--- src/hw/rtl/assert_macros.svh ---
// Assertion macros shared by the alignment snap RTL.
// Needs signals named clk and rst in the module that uses them.
`ifndef ASSERT_MACROS_SVH
`define ASSERT_MACROS_SVH

// Condition must hold at every clock edge outside reset.
`define ASN_ASSERT(lbl, cond) \
  lbl: assert property (@(posedge clk) disable iff (rst) (cond)) \
    else $error("assertion failed");

// Consequent must hold in the cycle after the antecedent.
`define ASN_ASSERT_NEXT(lbl, ante, cons) \
  lbl: assert property (@(posedge clk) disable iff (rst) (ante) |=> (cons)) \
    else $error("assertion failed");

`endif

--- src/hw/rtl/asnap_pkg.sv ---
// Types, constants and helpers of the alignment snap search block.
// No dependencies.
package asnap_pkg;

  localparam int MAX_RECTS_DEF   = 16;
  localparam int GUIDE_LIMIT_DEF = 63;
  localparam int AW    = 28;   // internal signed arithmetic width
  localparam int CRDW  = 20;   // input coordinate width
  localparam int SZW   = 19;   // input size width
  localparam int GCW   = 21;   // guide_coord width
  localparam int OW    = 22;   // out_a / out_b width
  localparam int THRW  = 16;
  localparam int BW    = 17;   // best-distance register width
  localparam int CFGW  = 16;
  localparam int CFGIW = 1;
  localparam logic [THRW-1:0] THR_RESET = 16'd320;
  localparam logic [AW-1:0] GUIDE_TOL = 28'd32;   // half pixel in 1/64 units
  localparam logic [AW-1:0] THR_PAD   = 28'd32;

  localparam logic [CFGIW-1:0] REG_ENABLE    = 1'd0;
  localparam logic [CFGIW-1:0] REG_THRESHOLD = 1'd1;

  typedef enum logic [1:0] {
    OP_CLEAR  = 2'd0,
    OP_ADD    = 2'd1,
    OP_MOVE   = 2'd2,
    OP_RESIZE = 2'd3
  } op_t;

  typedef enum logic [2:0] {
    ST_IDLE,
    ST_SRCH,
    ST_SNAP,
    ST_GDX,
    ST_GDY,
    ST_FIN
  } state_t;

  typedef enum logic [2:0] {
    GT_LEFT    = 3'd0,
    GT_RIGHT   = 3'd1,
    GT_HCENTRE = 3'd2,
    GT_TOP     = 3'd3,
    GT_BOTTOM  = 3'd4,
    GT_VCENTRE = 3'd5
  } guide_t;

  typedef struct packed {
    logic       start;
    logic       wr;
    logic       srch;
    logic       snap;
    logic       gload;
    logic       gdrop;
    logic       fin;
    logic       axis;
    logic [1:0] p;
    logic [1:0] k;
  } ctrl_cmd_t;

  typedef struct packed {
    logic hit;
    logic out_free;
    logic glim;
    logic xs;
    logic ys;
    logic enable;
  } dp_stat_t;

  function automatic logic [AW-1:0] abs_diff(input logic signed [AW-1:0] a,
                                             input logic signed [AW-1:0] b);
    logic signed [AW-1:0] d;
    d = a - b;
    return d[AW-1] ? AW'(-d) : AW'(d);
  endfunction

  function automatic logic [GCW-1:0] sat_gc(input logic signed [AW-1:0] v);
    logic signed [AW-1:0] hi;
    logic signed [AW-1:0] lo;
    hi = AW'((1 << (GCW - 1)) - 1);
    lo = -hi - AW'(1);
    if (v > hi) return hi[GCW-1:0];
    else if (v < lo) return lo[GCW-1:0];
    else return v[GCW-1:0];
  endfunction

  function automatic logic [OW-1:0] sat_out(input logic signed [AW-1:0] v);
    logic signed [AW-1:0] hi;
    logic signed [AW-1:0] lo;
    hi = AW'((1 << (OW - 1)) - 1);
    lo = -hi - AW'(1);
    if (v > hi) return hi[OW-1:0];
    else if (v < lo) return lo[OW-1:0];
    else return v[OW-1:0];
  endfunction

endpackage

--- src/hw/rtl/asnap_if.sv ---
// Channel interfaces of the alignment snap search block.
// Depends on asnap_pkg for field widths.
interface asnap_in_if;
  logic                                valid;
  logic                                ready;
  logic [1:0]                          operation;
  logic signed [asnap_pkg::CRDW-1:0]   rect_x;
  logic signed [asnap_pkg::CRDW-1:0]   rect_y;
  logic [asnap_pkg::SZW-1:0]           rect_w;
  logic [asnap_pkg::SZW-1:0]           rect_h;
  modport source (output valid, operation, rect_x, rect_y, rect_w, rect_h, input ready);
  modport sink (input valid, operation, rect_x, rect_y, rect_w, rect_h, output ready);
endinterface

interface asnap_out_if;
  logic                              valid;
  logic                              ready;
  logic                              item_kind;
  logic [2:0]                        guide_type;
  logic signed [asnap_pkg::GCW-1:0]  guide_coord;
  logic signed [asnap_pkg::OW-1:0]   out_a;
  logic signed [asnap_pkg::OW-1:0]   out_b;
  logic                              x_snapped;
  logic                              y_snapped;
  logic                              guides_dropped;
  logic                              table_full;
  logic                              last;
  modport source (output valid, item_kind, guide_type, guide_coord, out_a, out_b,
                  x_snapped, y_snapped, guides_dropped, table_full, last, input ready);
  modport sink (input valid, item_kind, guide_type, guide_coord, out_a, out_b,
                x_snapped, y_snapped, guides_dropped, table_full, last, output ready);
endinterface

--- src/hw/rtl/asnap_ram.sv ---
// Generic single-port-write, single-port-read RAM with registered read.
// No dependencies.
module asnap_ram #(
  parameter int W = 8,
  parameter int D = 16
) (
  input  logic                         clk,
  input  logic                         we,
  input  logic [(D > 1 ? $clog2(D) : 1)-1:0] waddr,
  input  logic [W-1:0]                 wdata,
  input  logic [(D > 1 ? $clog2(D) : 1)-1:0] raddr,
  output logic [W-1:0]                 rdata
);
  logic [W-1:0] mem [D];

  always_ff @(posedge clk) begin
    if (we) mem[waddr] <= wdata;
    rdata <= mem[raddr];
  end
endmodule

--- src/hw/rtl/asnap_ctrl.sv ---
// Sequencer of the alignment snap search: table count and scan counters.
// Depends on asnap_pkg and assert_macros.svh.
`include "assert_macros.svh"
module asnap_ctrl #(
  parameter int MAX_RECTS = asnap_pkg::MAX_RECTS_DEF,
  localparam int IW = (MAX_RECTS > 1) ? $clog2(MAX_RECTS) : 1,
  localparam int CW = $clog2(MAX_RECTS + 1)
) (
  input  logic                 clk,
  input  logic                 rst,
  input  logic                 in_valid,
  input  logic [1:0]           in_op,
  output logic                 in_ready,
  input  asnap_pkg::dp_stat_t  stat,
  output asnap_pkg::ctrl_cmd_t cmd,
  output logic [IW-1:0]        rd_addr,
  output logic [IW-1:0]        wr_addr
);
  asnap_pkg::state_t state, state_next;
  logic [CW-1:0] count, count_next;
  logic [IW-1:0] i, i_next;
  logic [1:0]    p, p_next, k, k_next;
  logic          last_i;
  logic          axis_on;
  asnap_pkg::op_t op;

  assign op      = asnap_pkg::op_t'(in_op);
  assign last_i  = (CW'(i) + CW'(1)) == count;
  assign rd_addr = i_next;
  assign wr_addr = count[IW-1:0];

  always_ff @(posedge clk) begin
    if (rst) begin
      state <= asnap_pkg::ST_IDLE;
      count <= '0;
      i     <= '0;
      p     <= '0;
      k     <= '0;
    end else begin
      state <= state_next;
      count <= count_next;
      i     <= i_next;
      p     <= p_next;
      k     <= k_next;
    end
  end

  always_comb begin
    state_next = state;
    count_next = count;
    i_next     = i;
    p_next     = p;
    k_next     = k;
    cmd        = '0;
    cmd.p      = p;
    cmd.k      = k;
    cmd.axis   = (state == asnap_pkg::ST_GDY);
    in_ready   = (state == asnap_pkg::ST_IDLE);
    axis_on    = (state == asnap_pkg::ST_GDY) ? stat.ys : stat.xs;
    unique case (state)
      asnap_pkg::ST_IDLE: begin
        i_next = '0;
        p_next = '0;
        k_next = '0;
        if (in_valid) begin
          cmd.start = 1'b1;
          unique case (op)
            asnap_pkg::OP_CLEAR: begin
              count_next = '0;
              state_next = asnap_pkg::ST_FIN;
            end
            asnap_pkg::OP_ADD: begin
              if (count < CW'(MAX_RECTS)) begin
                cmd.wr     = 1'b1;
                count_next = count + CW'(1);
              end
              state_next = asnap_pkg::ST_FIN;
            end
            asnap_pkg::OP_MOVE, asnap_pkg::OP_RESIZE: begin
              if (!stat.enable) state_next = asnap_pkg::ST_FIN;
              else if (count == '0) state_next = asnap_pkg::ST_SNAP;
              else begin
                state_next = asnap_pkg::ST_SRCH;
                // resize has no left-edge point
                p_next = (op == asnap_pkg::OP_MOVE) ? 2'd0 : 2'd1;
              end
            end
          endcase
        end
      end
      asnap_pkg::ST_SRCH: begin
        cmd.srch = 1'b1;
        if (!last_i) i_next = i + IW'(1);
        else begin
          i_next = '0;
          if (k != 2'd2) k_next = k + 2'd1;
          else begin
            k_next = '0;
            if (p != 2'd2) p_next = p + 2'd1;
            else begin
              p_next     = '0;
              state_next = asnap_pkg::ST_SNAP;
            end
          end
        end
      end
      asnap_pkg::ST_SNAP: begin
        cmd.snap   = 1'b1;
        state_next = asnap_pkg::ST_GDX;
      end
      asnap_pkg::ST_GDX, asnap_pkg::ST_GDY: begin
        if (!axis_on || count == '0) begin
          state_next = (state == asnap_pkg::ST_GDX) ? asnap_pkg::ST_GDY : asnap_pkg::ST_FIN;
        end else if (!(stat.hit && !stat.glim && !stat.out_free)) begin
          cmd.gload = stat.hit && !stat.glim;
          cmd.gdrop = stat.hit && stat.glim;
          // point innermost, then entry, then candidate kind
          if (p != 2'd2) p_next = p + 2'd1;
          else begin
            p_next = '0;
            if (!last_i) i_next = i + IW'(1);
            else begin
              i_next = '0;
              if (k != 2'd2) k_next = k + 2'd1;
              else begin
                k_next     = '0;
                state_next = (state == asnap_pkg::ST_GDX) ? asnap_pkg::ST_GDY
                                                          : asnap_pkg::ST_FIN;
              end
            end
          end
        end
      end
      asnap_pkg::ST_FIN: begin
        if (stat.out_free) begin
          cmd.fin    = 1'b1;
          state_next = asnap_pkg::ST_IDLE;
        end
      end
      default: state_next = asnap_pkg::ST_IDLE;
    endcase
  end

  `ASN_ASSERT(a_count_range, count <= CW'(MAX_RECTS))
  `ASN_ASSERT_NEXT(a_fin_to_idle, cmd.fin, state == asnap_pkg::ST_IDLE)
  `ASN_ASSERT(a_gload_room, !cmd.gload || stat.out_free)
endmodule

--- src/hw/rtl/asnap_dp.sv ---
// Datapath: rectangle table, nearest-match registers, guide test, output register.
// Depends on asnap_pkg, asnap_ram, asnap_if and assert_macros.svh.
`include "assert_macros.svh"
module asnap_dp #(
  parameter int MAX_RECTS   = asnap_pkg::MAX_RECTS_DEF,
  parameter int GUIDE_LIMIT = asnap_pkg::GUIDE_LIMIT_DEF,
  localparam int IW  = (MAX_RECTS > 1) ? $clog2(MAX_RECTS) : 1,
  localparam int GLW = $clog2(GUIDE_LIMIT + 1)
) (
  input  logic                              clk,
  input  logic                              rst,
  input  asnap_pkg::ctrl_cmd_t              cmd,
  output asnap_pkg::dp_stat_t               stat,
  input  logic [1:0]                        in_op,
  input  logic signed [asnap_pkg::CRDW-1:0] in_x,
  input  logic signed [asnap_pkg::CRDW-1:0] in_y,
  input  logic [asnap_pkg::SZW-1:0]         in_w,
  input  logic [asnap_pkg::SZW-1:0]         in_h,
  input  logic [IW-1:0]                     rd_addr,
  input  logic [IW-1:0]                     wr_addr,
  input  logic                              cfg_we,
  input  logic [asnap_pkg::CFGIW-1:0]       cfg_index,
  input  logic [asnap_pkg::CFGW-1:0]        cfg_data,
  asnap_out_if.source                       out_ch
);
  localparam int AW = asnap_pkg::AW;
  localparam int EW = 2 * asnap_pkg::CRDW + 2 * asnap_pkg::SZW;

  logic [EW-1:0] rdata;
  logic signed [AW-1:0] el2, et2, ew, eh;
  logic signed [AW-1:0] cx, cy, cand, gpt, gc2;
  logic [AW-1:0] dx, dy, dg;

  logic enable;
  logic [asnap_pkg::THRW-1:0] thr;
  asnap_pkg::op_t op;
  logic signed [AW-1:0] x2, y2, w1, h1;
  logic signed [AW-1:0] px [3];
  logic signed [AW-1:0] py [3];
  logic signed [AW-1:0] gpx [3];
  logic signed [AW-1:0] gpy [3];
  logic [asnap_pkg::BW-1:0] bestx, besty;
  logic signed [AW-1:0] bx, by;
  logic [1:0] tx, ty;
  logic xs, ys, dropped;
  logic [GLW-1:0] gcnt;
  logic signed [AW-1:0] fa, fb;
  logic full_at_add;

  logic signed [AW-1:0] ix2, iy2, iw, ih;
  logic signed [AW-1:0] lx, ty0, ax, bh, tdx, tdy;
  logic xs_n, ys_n;

  asnap_ram #(.W(EW), .D(MAX_RECTS)) u_tab (
    .clk   (clk),
    .we    (cmd.wr),
    .waddr (wr_addr),
    .wdata ({in_x, in_y, in_w, in_h}),
    .raddr (rd_addr),
    .rdata (rdata)
  );

  // candidates of the entry at the current scan index, in 1/32 px
  assign el2 = AW'(signed'(rdata[EW-1 -: asnap_pkg::CRDW])) <<< 1;
  assign et2 = AW'(signed'(rdata[EW-asnap_pkg::CRDW-1 -: asnap_pkg::CRDW])) <<< 1;
  assign ew  = AW'(rdata[2*asnap_pkg::SZW-1 -: asnap_pkg::SZW]);
  assign eh  = AW'(rdata[asnap_pkg::SZW-1:0]);

  always_comb begin
    unique case (cmd.k)
      2'd0:    begin cx = el2;                cy = et2; end
      2'd1:    begin cx = el2 + (ew <<< 1);   cy = et2 + (eh <<< 1); end
      default: begin cx = el2 + ew;           cy = et2 + eh; end
    endcase
  end

  assign dx = asnap_pkg::abs_diff(px[cmd.p], cx);
  assign dy = asnap_pkg::abs_diff(py[cmd.p], cy);

  // guide test in 1/64 px
  assign cand = cmd.axis ? cy : cx;
  assign gpt  = cmd.axis ? gpy[cmd.p] : gpx[cmd.p];
  assign gc2  = cand <<< 1;
  assign dg   = asnap_pkg::abs_diff(gpt, gc2);

  assign ix2 = AW'(in_x) <<< 1;
  assign iy2 = AW'(in_y) <<< 1;
  assign iw  = AW'(in_w);
  assign ih  = AW'(in_h);

  // snap resolution
  always_comb begin
    xs_n = ({{(AW-asnap_pkg::BW){1'b0}}, bestx} <= AW'(thr));
    ys_n = ({{(AW-asnap_pkg::BW){1'b0}}, besty} <= AW'(thr));
    lx   = bx - ((tx == 2'd0) ? AW'(0) : (tx == 2'd1) ? (w1 <<< 1) : w1);
    ty0  = by - ((ty == 2'd0) ? AW'(0) : (ty == 2'd1) ? (h1 <<< 1) : h1);
    tdx  = bx - x2;
    tdy  = by - y2;
    ax   = (tx == 2'd1) ? tdx : (tdx <<< 1);
    bh   = (ty == 2'd1) ? tdy : (tdy <<< 1);
  end

  always_ff @(posedge clk) begin
    if (rst) begin
      enable <= 1'b1;
      thr    <= asnap_pkg::THR_RESET;
    end else if (cfg_we) begin
      unique case (cfg_index)
        asnap_pkg::REG_ENABLE:    enable <= cfg_data[0];
        asnap_pkg::REG_THRESHOLD: thr    <= cfg_data;
        default: ;
      endcase
    end
  end

  always_ff @(posedge clk) begin
    if (cmd.start) begin
      op    <= asnap_pkg::op_t'(in_op);
      x2    <= ix2;
      y2    <= iy2;
      w1    <= iw;
      h1    <= ih;
      px[0] <= ix2;
      px[1] <= ix2 + (iw <<< 1);
      px[2] <= ix2 + iw;
      py[0] <= iy2;
      py[1] <= iy2 + (ih <<< 1);
      py[2] <= iy2 + ih;
      bestx <= asnap_pkg::BW'(AW'(thr) + asnap_pkg::THR_PAD);
      besty <= asnap_pkg::BW'(AW'(thr) + asnap_pkg::THR_PAD);
      bx    <= '0;
      by    <= '0;
      tx    <= '0;
      ty    <= '0;
      unique case (asnap_pkg::op_t'(in_op))
        asnap_pkg::OP_MOVE:   begin fa <= ix2;      fb <= iy2; end
        asnap_pkg::OP_RESIZE: begin fa <= iw <<< 1; fb <= ih <<< 1; end
        default:              begin fa <= '0;       fb <= '0; end
      endcase
    end
    if (cmd.srch) begin
      // strict compare keeps the earliest of equal distances
      if (dx < AW'(bestx)) begin
        bestx <= asnap_pkg::BW'(dx);
        bx    <= cx;
        tx    <= cmd.p;
      end
      if (dy < AW'(besty)) begin
        besty <= asnap_pkg::BW'(dy);
        by    <= cy;
        ty    <= cmd.p;
      end
    end
    if (cmd.snap) begin
      if (op == asnap_pkg::OP_MOVE) begin
        gpx[0] <= lx <<< 1;
        gpx[1] <= (lx <<< 1) + (w1 <<< 2);
        gpx[2] <= (lx <<< 1) + (w1 <<< 1);
        gpy[0] <= ty0 <<< 1;
        gpy[1] <= (ty0 <<< 1) + (h1 <<< 2);
        gpy[2] <= (ty0 <<< 1) + (h1 <<< 1);
        if (xs_n) fa <= lx;
        if (ys_n) fb <= ty0;
      end else begin
        gpx[0] <= x2 <<< 1;
        gpx[1] <= (x2 <<< 1) + (ax <<< 1);
        gpx[2] <= (x2 <<< 1) + ax;
        gpy[0] <= y2 <<< 1;
        gpy[1] <= (y2 <<< 1) + (bh <<< 1);
        gpy[2] <= (y2 <<< 1) + bh;
        if (xs_n) fa <= ax;
        if (ys_n) fb <= bh;
      end
    end
  end

  always_ff @(posedge clk) begin
    if (rst) begin
      xs      <= 1'b0;
      ys      <= 1'b0;
      dropped <= 1'b0;
      gcnt    <= '0;
    end else if (cmd.start) begin
      xs      <= 1'b0;
      ys      <= 1'b0;
      dropped <= 1'b0;
      gcnt    <= '0;
    end else begin
      if (cmd.snap) begin
        xs <= xs_n;
        ys <= ys_n;
      end
      if (cmd.gload) gcnt <= gcnt + GLW'(1);
      if (cmd.gdrop) dropped <= 1'b1;
    end
  end

  // add that found the table full
  always_ff @(posedge clk) begin
    if (rst) full_at_add <= 1'b0;
    else if (cmd.start) full_at_add <= (asnap_pkg::op_t'(in_op) == asnap_pkg::OP_ADD)
                                       && !cmd.wr;
  end

  // output register
  always_ff @(posedge clk) begin
    if (rst) out_ch.valid <= 1'b0;
    else if (cmd.gload || cmd.fin) out_ch.valid <= 1'b1;
    else if (out_ch.ready) out_ch.valid <= 1'b0;
  end

  always_ff @(posedge clk) begin
    if (cmd.gload) begin
      out_ch.item_kind      <= 1'b0;
      out_ch.guide_type     <= cmd.axis ? 3'(asnap_pkg::GT_TOP) + 3'(cmd.p)
                                        : 3'(asnap_pkg::GT_LEFT) + 3'(cmd.p);
      out_ch.guide_coord    <= asnap_pkg::sat_gc(cand);
      out_ch.out_a          <= '0;
      out_ch.out_b          <= '0;
      out_ch.x_snapped      <= 1'b0;
      out_ch.y_snapped      <= 1'b0;
      out_ch.guides_dropped <= 1'b0;
      out_ch.table_full     <= 1'b0;
      out_ch.last           <= 1'b0;
    end else if (cmd.fin) begin
      out_ch.item_kind      <= 1'b1;
      out_ch.guide_type     <= 3'(asnap_pkg::GT_LEFT);
      out_ch.guide_coord    <= '0;
      out_ch.out_a          <= asnap_pkg::sat_out(fa);
      out_ch.out_b          <= asnap_pkg::sat_out(fb);
      out_ch.x_snapped      <= xs;
      out_ch.y_snapped      <= ys;
      out_ch.guides_dropped <= dropped;
      out_ch.table_full     <= (op == asnap_pkg::OP_ADD) && full_at_add;
      out_ch.last           <= 1'b1;
    end
  end

  always_comb begin
    stat          = '0;
    stat.hit      = dg < asnap_pkg::GUIDE_TOL;
    stat.out_free = !out_ch.valid || out_ch.ready;
    stat.glim     = gcnt >= GLW'(GUIDE_LIMIT);
    stat.xs       = xs;
    stat.ys       = ys;
    stat.enable   = enable;
  end

  `ASN_ASSERT(a_gcnt_range, gcnt <= GLW'(GUIDE_LIMIT))
  `ASN_ASSERT(a_drop_after_limit, !dropped || gcnt == GLW'(GUIDE_LIMIT))
  `ASN_ASSERT_NEXT(a_load_valid, cmd.gload || cmd.fin, out_ch.valid)
endmodule

--- src/hw/rtl/alignment_snap_search_core.sv ---
// Top level of the alignment snap search block: sequencer plus datapath.
// Depends on asnap_pkg, asnap_if, asnap_ctrl and asnap_dp.
//
//  channel  | dir | handshake          | content
//  in_ch    | in  | valid/ready        | operation, rect_x, rect_y, rect_w, rect_h
//  out_ch   | out | valid/ready        | guide items, then one final item (last)
//  cfg      | in  | cfg_we             | cfg_index 0 enable, 1 snap_threshold
//
// Clear and add go straight to the final item. A query first runs a nearest search
// of three candidates per stored rectangle against three points of the input
// (move) or two (resize), one candidate per cycle from the table RAM, then a snap
// step, then a guide scan for each snapped axis. Output backpressure stalls the
// guide scan; a result waiting in the output register does not block the next
// input. rst is synchronous and clears the count, state, scan counters, status
// flags and config registers (enable 1, threshold 320).
module alignment_snap_search_core #(
  parameter int MAX_RECTS   = asnap_pkg::MAX_RECTS_DEF,
  parameter int GUIDE_LIMIT = asnap_pkg::GUIDE_LIMIT_DEF
) (
  input  logic                          clk,
  input  logic                          rst,
  asnap_in_if.sink                      in_ch,
  asnap_out_if.source                   out_ch,
  input  logic                          cfg_we,
  input  logic [asnap_pkg::CFGIW-1:0]   cfg_index,
  input  logic [asnap_pkg::CFGW-1:0]    cfg_data
);
  localparam int IW = (MAX_RECTS > 1) ? $clog2(MAX_RECTS) : 1;

  asnap_pkg::ctrl_cmd_t cmd;
  asnap_pkg::dp_stat_t  stat;
  logic [IW-1:0] rd_addr, wr_addr;

  asnap_ctrl #(.MAX_RECTS(MAX_RECTS)) u_ctrl (
    .clk      (clk),
    .rst      (rst),
    .in_valid (in_ch.valid),
    .in_op    (in_ch.operation),
    .in_ready (in_ch.ready),
    .stat     (stat),
    .cmd      (cmd),
    .rd_addr  (rd_addr),
    .wr_addr  (wr_addr)
  );

  asnap_dp #(.MAX_RECTS(MAX_RECTS), .GUIDE_LIMIT(GUIDE_LIMIT)) u_dp (
    .clk       (clk),
    .rst       (rst),
    .cmd       (cmd),
    .stat      (stat),
    .in_op     (in_ch.operation),
    .in_x      (in_ch.rect_x),
    .in_y      (in_ch.rect_y),
    .in_w      (in_ch.rect_w),
    .in_h      (in_ch.rect_h),
    .rd_addr   (rd_addr),
    .wr_addr   (wr_addr),
    .cfg_we    (cfg_we),
    .cfg_index (cfg_index),
    .cfg_data  (cfg_data),
    .out_ch    (out_ch)
  );
endmodule
--- src/flat_wrapper.sv ---
// flat-port wrapper written by rule: the top's interface ports become plain ports
module alignment_snap_search_core_flat 
#(
  parameter int MAX_RECTS   = asnap_pkg::MAX_RECTS_DEF,
  parameter int GUIDE_LIMIT = asnap_pkg::GUIDE_LIMIT_DEF
)
  (clk, rst, cfg_we, cfg_index, cfg_data, in_ch_valid, in_ch_operation, in_ch_rect_x, in_ch_rect_y, in_ch_rect_w, in_ch_rect_h, in_ch_ready, out_ch_valid, out_ch_item_kind, out_ch_guide_type, out_ch_guide_coord, out_ch_out_a, out_ch_out_b, out_ch_x_snapped, out_ch_y_snapped, out_ch_guides_dropped, out_ch_table_full, out_ch_last, out_ch_ready);
  asnap_in_if in_ch_i ();
  asnap_out_if out_ch_i ();
  input  logic clk;
  input  logic rst;
  input  logic cfg_we;
  input  logic [asnap_pkg::CFGIW-1:0] cfg_index;
  input  logic [asnap_pkg::CFGW-1:0] cfg_data;
  input wire logic [$bits(in_ch_i.valid)-1:0] in_ch_valid;
  input wire logic [$bits(in_ch_i.operation)-1:0] in_ch_operation;
  input wire logic [$bits(in_ch_i.rect_x)-1:0] in_ch_rect_x;
  input wire logic [$bits(in_ch_i.rect_y)-1:0] in_ch_rect_y;
  input wire logic [$bits(in_ch_i.rect_w)-1:0] in_ch_rect_w;
  input wire logic [$bits(in_ch_i.rect_h)-1:0] in_ch_rect_h;
  output wire logic [$bits(in_ch_i.ready)-1:0] in_ch_ready;
  output wire logic [$bits(out_ch_i.valid)-1:0] out_ch_valid;
  output wire logic [$bits(out_ch_i.item_kind)-1:0] out_ch_item_kind;
  output wire logic [$bits(out_ch_i.guide_type)-1:0] out_ch_guide_type;
  output wire logic [$bits(out_ch_i.guide_coord)-1:0] out_ch_guide_coord;
  output wire logic [$bits(out_ch_i.out_a)-1:0] out_ch_out_a;
  output wire logic [$bits(out_ch_i.out_b)-1:0] out_ch_out_b;
  output wire logic [$bits(out_ch_i.x_snapped)-1:0] out_ch_x_snapped;
  output wire logic [$bits(out_ch_i.y_snapped)-1:0] out_ch_y_snapped;
  output wire logic [$bits(out_ch_i.guides_dropped)-1:0] out_ch_guides_dropped;
  output wire logic [$bits(out_ch_i.table_full)-1:0] out_ch_table_full;
  output wire logic [$bits(out_ch_i.last)-1:0] out_ch_last;
  input wire logic [$bits(out_ch_i.ready)-1:0] out_ch_ready;
  assign in_ch_i.valid = in_ch_valid;
  assign in_ch_i.operation = in_ch_operation;
  assign in_ch_i.rect_x = in_ch_rect_x;
  assign in_ch_i.rect_y = in_ch_rect_y;
  assign in_ch_i.rect_w = in_ch_rect_w;
  assign in_ch_i.rect_h = in_ch_rect_h;
  assign in_ch_ready = in_ch_i.ready;
  assign out_ch_valid = out_ch_i.valid;
  assign out_ch_item_kind = out_ch_i.item_kind;
  assign out_ch_guide_type = out_ch_i.guide_type;
  assign out_ch_guide_coord = out_ch_i.guide_coord;
  assign out_ch_out_a = out_ch_i.out_a;
  assign out_ch_out_b = out_ch_i.out_b;
  assign out_ch_x_snapped = out_ch_i.x_snapped;
  assign out_ch_y_snapped = out_ch_i.y_snapped;
  assign out_ch_guides_dropped = out_ch_i.guides_dropped;
  assign out_ch_table_full = out_ch_i.table_full;
  assign out_ch_last = out_ch_i.last;
  assign out_ch_i.ready = out_ch_ready;
  alignment_snap_search_core #(.MAX_RECTS(MAX_RECTS), .GUIDE_LIMIT(GUIDE_LIMIT)) u_core (.clk(clk), .rst(rst), .in_ch(in_ch_i), .out_ch(out_ch_i), .cfg_we(cfg_we), .cfg_index(cfg_index), .cfg_data(cfg_data));
endmodule
--- config.mk ---
export PLATFORM = sky130hd
export DESIGN_NAME = alignment_snap_search_core_flat
export DESIGN_NICKNAME = d
export VERILOG_FILES = /design/src/hw/rtl/asnap_pkg.sv /design/src/hw/rtl/asnap_if.sv /design/src/hw/rtl/asnap_ram.sv /design/src/hw/rtl/asnap_ctrl.sv /design/src/hw/rtl/asnap_dp.sv /design/src/hw/rtl/alignment_snap_search_core.sv /design/src/flat_wrapper.sv
export VERILOG_INCLUDE_DIRS = /design/src /design/src/hw/rtl
export SDC_FILE = /design/constraint.sdc
export NUM_CORES = 2
export LEC_CHECK = 0
export BUFFER_PORTS_ARGS = -buffer_cell sky130_fd_sc_hd__buf_2
export CORE_MARGIN = 2
export CORE_UTILIZATION = 40
export DETAILED_ROUTE_END_ITERATION = 12
export RECOVER_POWER = 50
export SYNTH_ARGS = -nofsm -noshare
export SYNTH_HDL_FRONTEND = slang
export SYNTH_HIERARCHICAL = 1
export SYNTH_SLANG_ARGS = --single-unit
--- constraint.sdc ---
create_clock -name clk -period 14.3 [get_ports clk]
set_input_delay 0 -clock clk [delete_from_list [all_inputs] [get_ports clk]]
set_output_delay 0 -clock clk [all_outputs]
set_load 0.1 [all_outputs]
==> reports/metrics.csv <==
metric;value;unit
maxCapViolCount;28;
syn-num-nets;8563;
yosysUniqueCellTypes;113;
wl_met3;22.6;mm
cts_root_buf;clkbuf_16;
post-cts-setup-buffers;0;
via_count;68487;
drv_slew;1044;
grt_max_degree;80;
avgSynthCellArea;12.6;µm²
drt_iter0_markers;7025;
grt_pass1_vias;66784;
cts_num_sinks;1921;
firstDrtPassIters;8;
finalHoldViolations;0;
multi_input_area;42800;µm²
post-route-min-period;11.98;ns
ys_seq_area_frac;0.547;
ys_seq_elements;1921;
slowest_delay;0.73;ns
hold_class;input pin to register;
core;248000;µm²
hold_depth;4;
fin_setup_tns;0;ns
rrSetupSlack;2.32;ns
status;complete, but fails checks;
fin_crit_sh;0.838;
top_layer_used;met5;
dieWidth;503;µm
cp-start-kind;register;
failed_checks;max-capacitance violations, max-slew violations;
worstSkewPairLatency;0.92;ns
dieArea;253000;µm²
r2r_end;u_core/u_dp/u_tab/rdata[61];
final_layout_size_suffix_gt1_frac;0.119;
ant_nets;0;
path_max_fanout;58;
fmax;0.0835;GHz
end_kind;register;
setup_violations;0;
hold_end;u_core/u_dp/out_ch.valid;
slew-limit-headroom;-1.90;
cpMaxStageDelayCell;mux2_8;
cts_max_path_buffers;3;
finClkSkew;0.0994;ns
die_y;503;µm
cp_top_family;compound AO/OA/AOI/OAI gates;
antenna_found_initial;35;
synth_edf_count;1600;
required;15.07;ns
cts_tree;done;
drc;0;
synthCells;7926;
crit_buf_inv;3;
place.port_buffers;177;
grt_pass1_wl;448;mm
crit_top_cell;a21o_1;
cts.htree.levels;4;
ys.flop_type;edfxtp_1;
synth_area;99600;µm²
dp.final_hpwl;209;mm
post_cts_resized;0;
seqCellArea;54500;µm²
synthArstFlopShare;0;
worst_r2r_path_depth;37;
dr_wl_met2;143;mm
path_clk_slew;0.06;ns
totalWireLength;309;mm
row_count;183;
vias_per_cell;5.81;
r2r-start;u_core/u_ctrl/k[0];
gp_congestion;0.952;
ctsHoldBuffers;152;
ioPinCount;178;
rsz0062_at_grt;no;
syn_to_final_growth;13.4;%
fin_nets;8912;
nFillCells;22405;
ys_warn_count;6;
track_usage;0.240;
initial_core_util;0.401;
path_class;register to register;
min_from;out_ch_ready;
drt-met1-wl;131;mm
wl_per_cell;26.2;µm
tightestPinTransition;4.35;ns
cts_buffers;202;
crit_arrival;12.75;ns
grt.overflow.total;0;
## logic make-up after synthesis
kind of cell | synth area share
flip-flops | 0.547
adder cells (fa/ha/maj) | 0.0688
AND/OR/NAND/NOR | 0.0851
multiplexers | 0.113
XOR/XNOR | 0.0399
buffers and inverters | 0.0262
AO/OA/AOI/OAI | 0.120
## how the worst max path moves through the flow
stage                                  start                     endpoint  slack, ns  cells past startpoint
after floorplan           u_core/u_ctrl/k[0]  u_core/u_dp/u_tab/rdata[17]       4.80                     40
after global placement    u_core/u_ctrl/k[0]   u_core/u_dp/u_tab/rdata[0]       2.68                     37
after detailed placement  u_core/u_ctrl/k[0]  u_core/u_dp/u_tab/rdata[43]       2.44                     37
after CTS                 u_core/u_ctrl/k[0]   u_core/u_dp/u_tab/rdata[5]       2.42                     37
after global routing      u_core/u_ctrl/k[0]  u_core/u_dp/u_tab/rdata[43]       1.59                     37
final                     u_core/u_ctrl/k[0]  u_core/u_dp/u_tab/rdata[61]       2.32                     37
## synthesized netlist by cell type (36+ instances only)
master | n | area, µm²
edfxtp_1 | 1600 | 48000
nand2_1 | 706 | 2650
a21oi_1 | 545 | 2730
ha_1 | 514 | 6430
nor2_1 | 479 | 1800
o21ai_0 | 428 | 2140
mux4_2 | 335 | 7540
dfxtp_1 | 321 | 6430
xnor2_1 | 296 | 2590
inv_1 | 268 | 1010
mux2i_1 | 261 | 2610
clkbuf_1 | 205 | 769
a22oi_1 | 198 | 1490
nor3_1 | 161 | 806
xor2_1 | 152 | 1330
a21o_1 | 133 | 998
nand3_1 | 94 | 470
o21a_1 | 90 | 676
a31oi_1 | 66 | 413
mux2_2 | 64 | 721
nand2b_1 | 64 | 400
nor2b_1 | 62 | 388
a211oi_1 | 56 | 420
o21bai_1 | 49 | 368
buf_1 | 46 | 173
a21boi_0 | 41 | 308
and3_1 | 41 | 257
o211ai_1 | 40 | 300
o31ai_1 | 38 | 285
or3_1 | 37 | 231
and2_1 | 36 | 225
## worst min-delay path, delay by kind of cell
family                 cells  cell delay (ns)
AOI/OAI and AO/OA          1             0.11
and+or+nand+nor            1             0.26
buffers and inverters      2             0.61
## metal layers
metal,GRT usage,vias to the layer above
met5,0,-
met4,0.0867,14
met3,0.0391,528
met2,0.388,2571
met1,0.327,34423
li1,-,30951
## state kept, by name, indices dropped and copies added, names as in the netlist, 16 cells and up
| signal | cells |
|---|---|
| u_core/u_dp/w1 | 19 |
| u_core/u_dp/gpy | 82 |
| u_core/u_dp/h1 | 19 |
| u_core/u_dp/bestx | 17 |
| u_core/u_dp/besty | 17 |
| u_core/u_dp/y2 | 19 |
| u_core/u_dp/u_tab/mem | 1248 |
| u_core/u_dp/out_ch.out_a | 22 |
| u_core/u_dp/thr | 16 |
| u_core/u_dp/py | 43 |
| u_core/u_dp/u_tab/rdata | 78 |
| u_core/u_dp/px | 43 |
| u_core/u_dp/fa | 28 |
| u_core/u_dp/by | 28 |
| u_core/u_dp/out_ch.out_b | 22 |
| u_core/u_dp/bx | 28 |
| u_core/u_dp/x2 | 19 |
| u_core/u_dp/gpx | 82 |
| u_core/u_dp/fb | 28 |
| u_core/u_dp/out_ch.guide_coord | 21 |
## metrics by stage
stage	std cells	area (µm²)	hold WS (ns)	setup WS (ns)	util
3_5_place_dp	11249	105000	0.229	2.44	0.422
5_1_grt	11789	113000	0.213	1.59	0.455
4_1_cts	11784	113000	0.0853	2.42	0.456
2_1_floorplan	7926	99600	0.0989	4.80	-
6_report	11797	113000	0.198	2.32	0.455
3_3_place_gp	11249	105000	0.226	2.68	0.422
## area by class of cell
class | count | area share
inverters | 272 | 0.00906
repair buffers | 476 | 0.0300
clock buffers | 262 | 0.0493
well taps | 3330 | 0.0369
clock inverters | 121 | 0.0132
multi-input cells | 5402 | 0.379
diodes | 13 | 0.000288
flip-flops and latches | 1921 | 0.482
## cell usage in the layout, fill, tap and decap left out, types with 41 or more instances in the layout
| master | n |
|---|---|
| mux2i_1 | 260 |
| o21bai_1 | 49 |
| nor2_1 | 464 |
| a21oi_1 | 544 |
| inv_1 | 268 |
| mux4_2 | 335 |
| mux2_2 | 63 |
| a31oi_1 | 66 |
| dfxtp_1 | 319 |
| a21o_1 | 133 |
| nor3_1 | 156 |
| dlygate4sd3_1 | 152 |
| ha_1 | 514 |
| and3_1 | 41 |
| o21ai_0 | 419 |
| nand2_1 | 705 |
| nand2b_1 | 63 |
| a211oi_1 | 56 |
| clkbuf_16 | 205 |
| clkbuf_1 | 205 |
| a22oi_1 | 198 |
| xor2_1 | 152 |
| xnor2_1 | 296 |
| buf_4 | 107 |
| nor2b_1 | 56 |
| o21a_1 | 90 |
| edfxtp_1 | 1600 |
| nand3_1 | 94 |
Power is left out: the tool's default activity adds up to more than one toggle a clock period on the data nets, which glitch-free logic cannot reach.
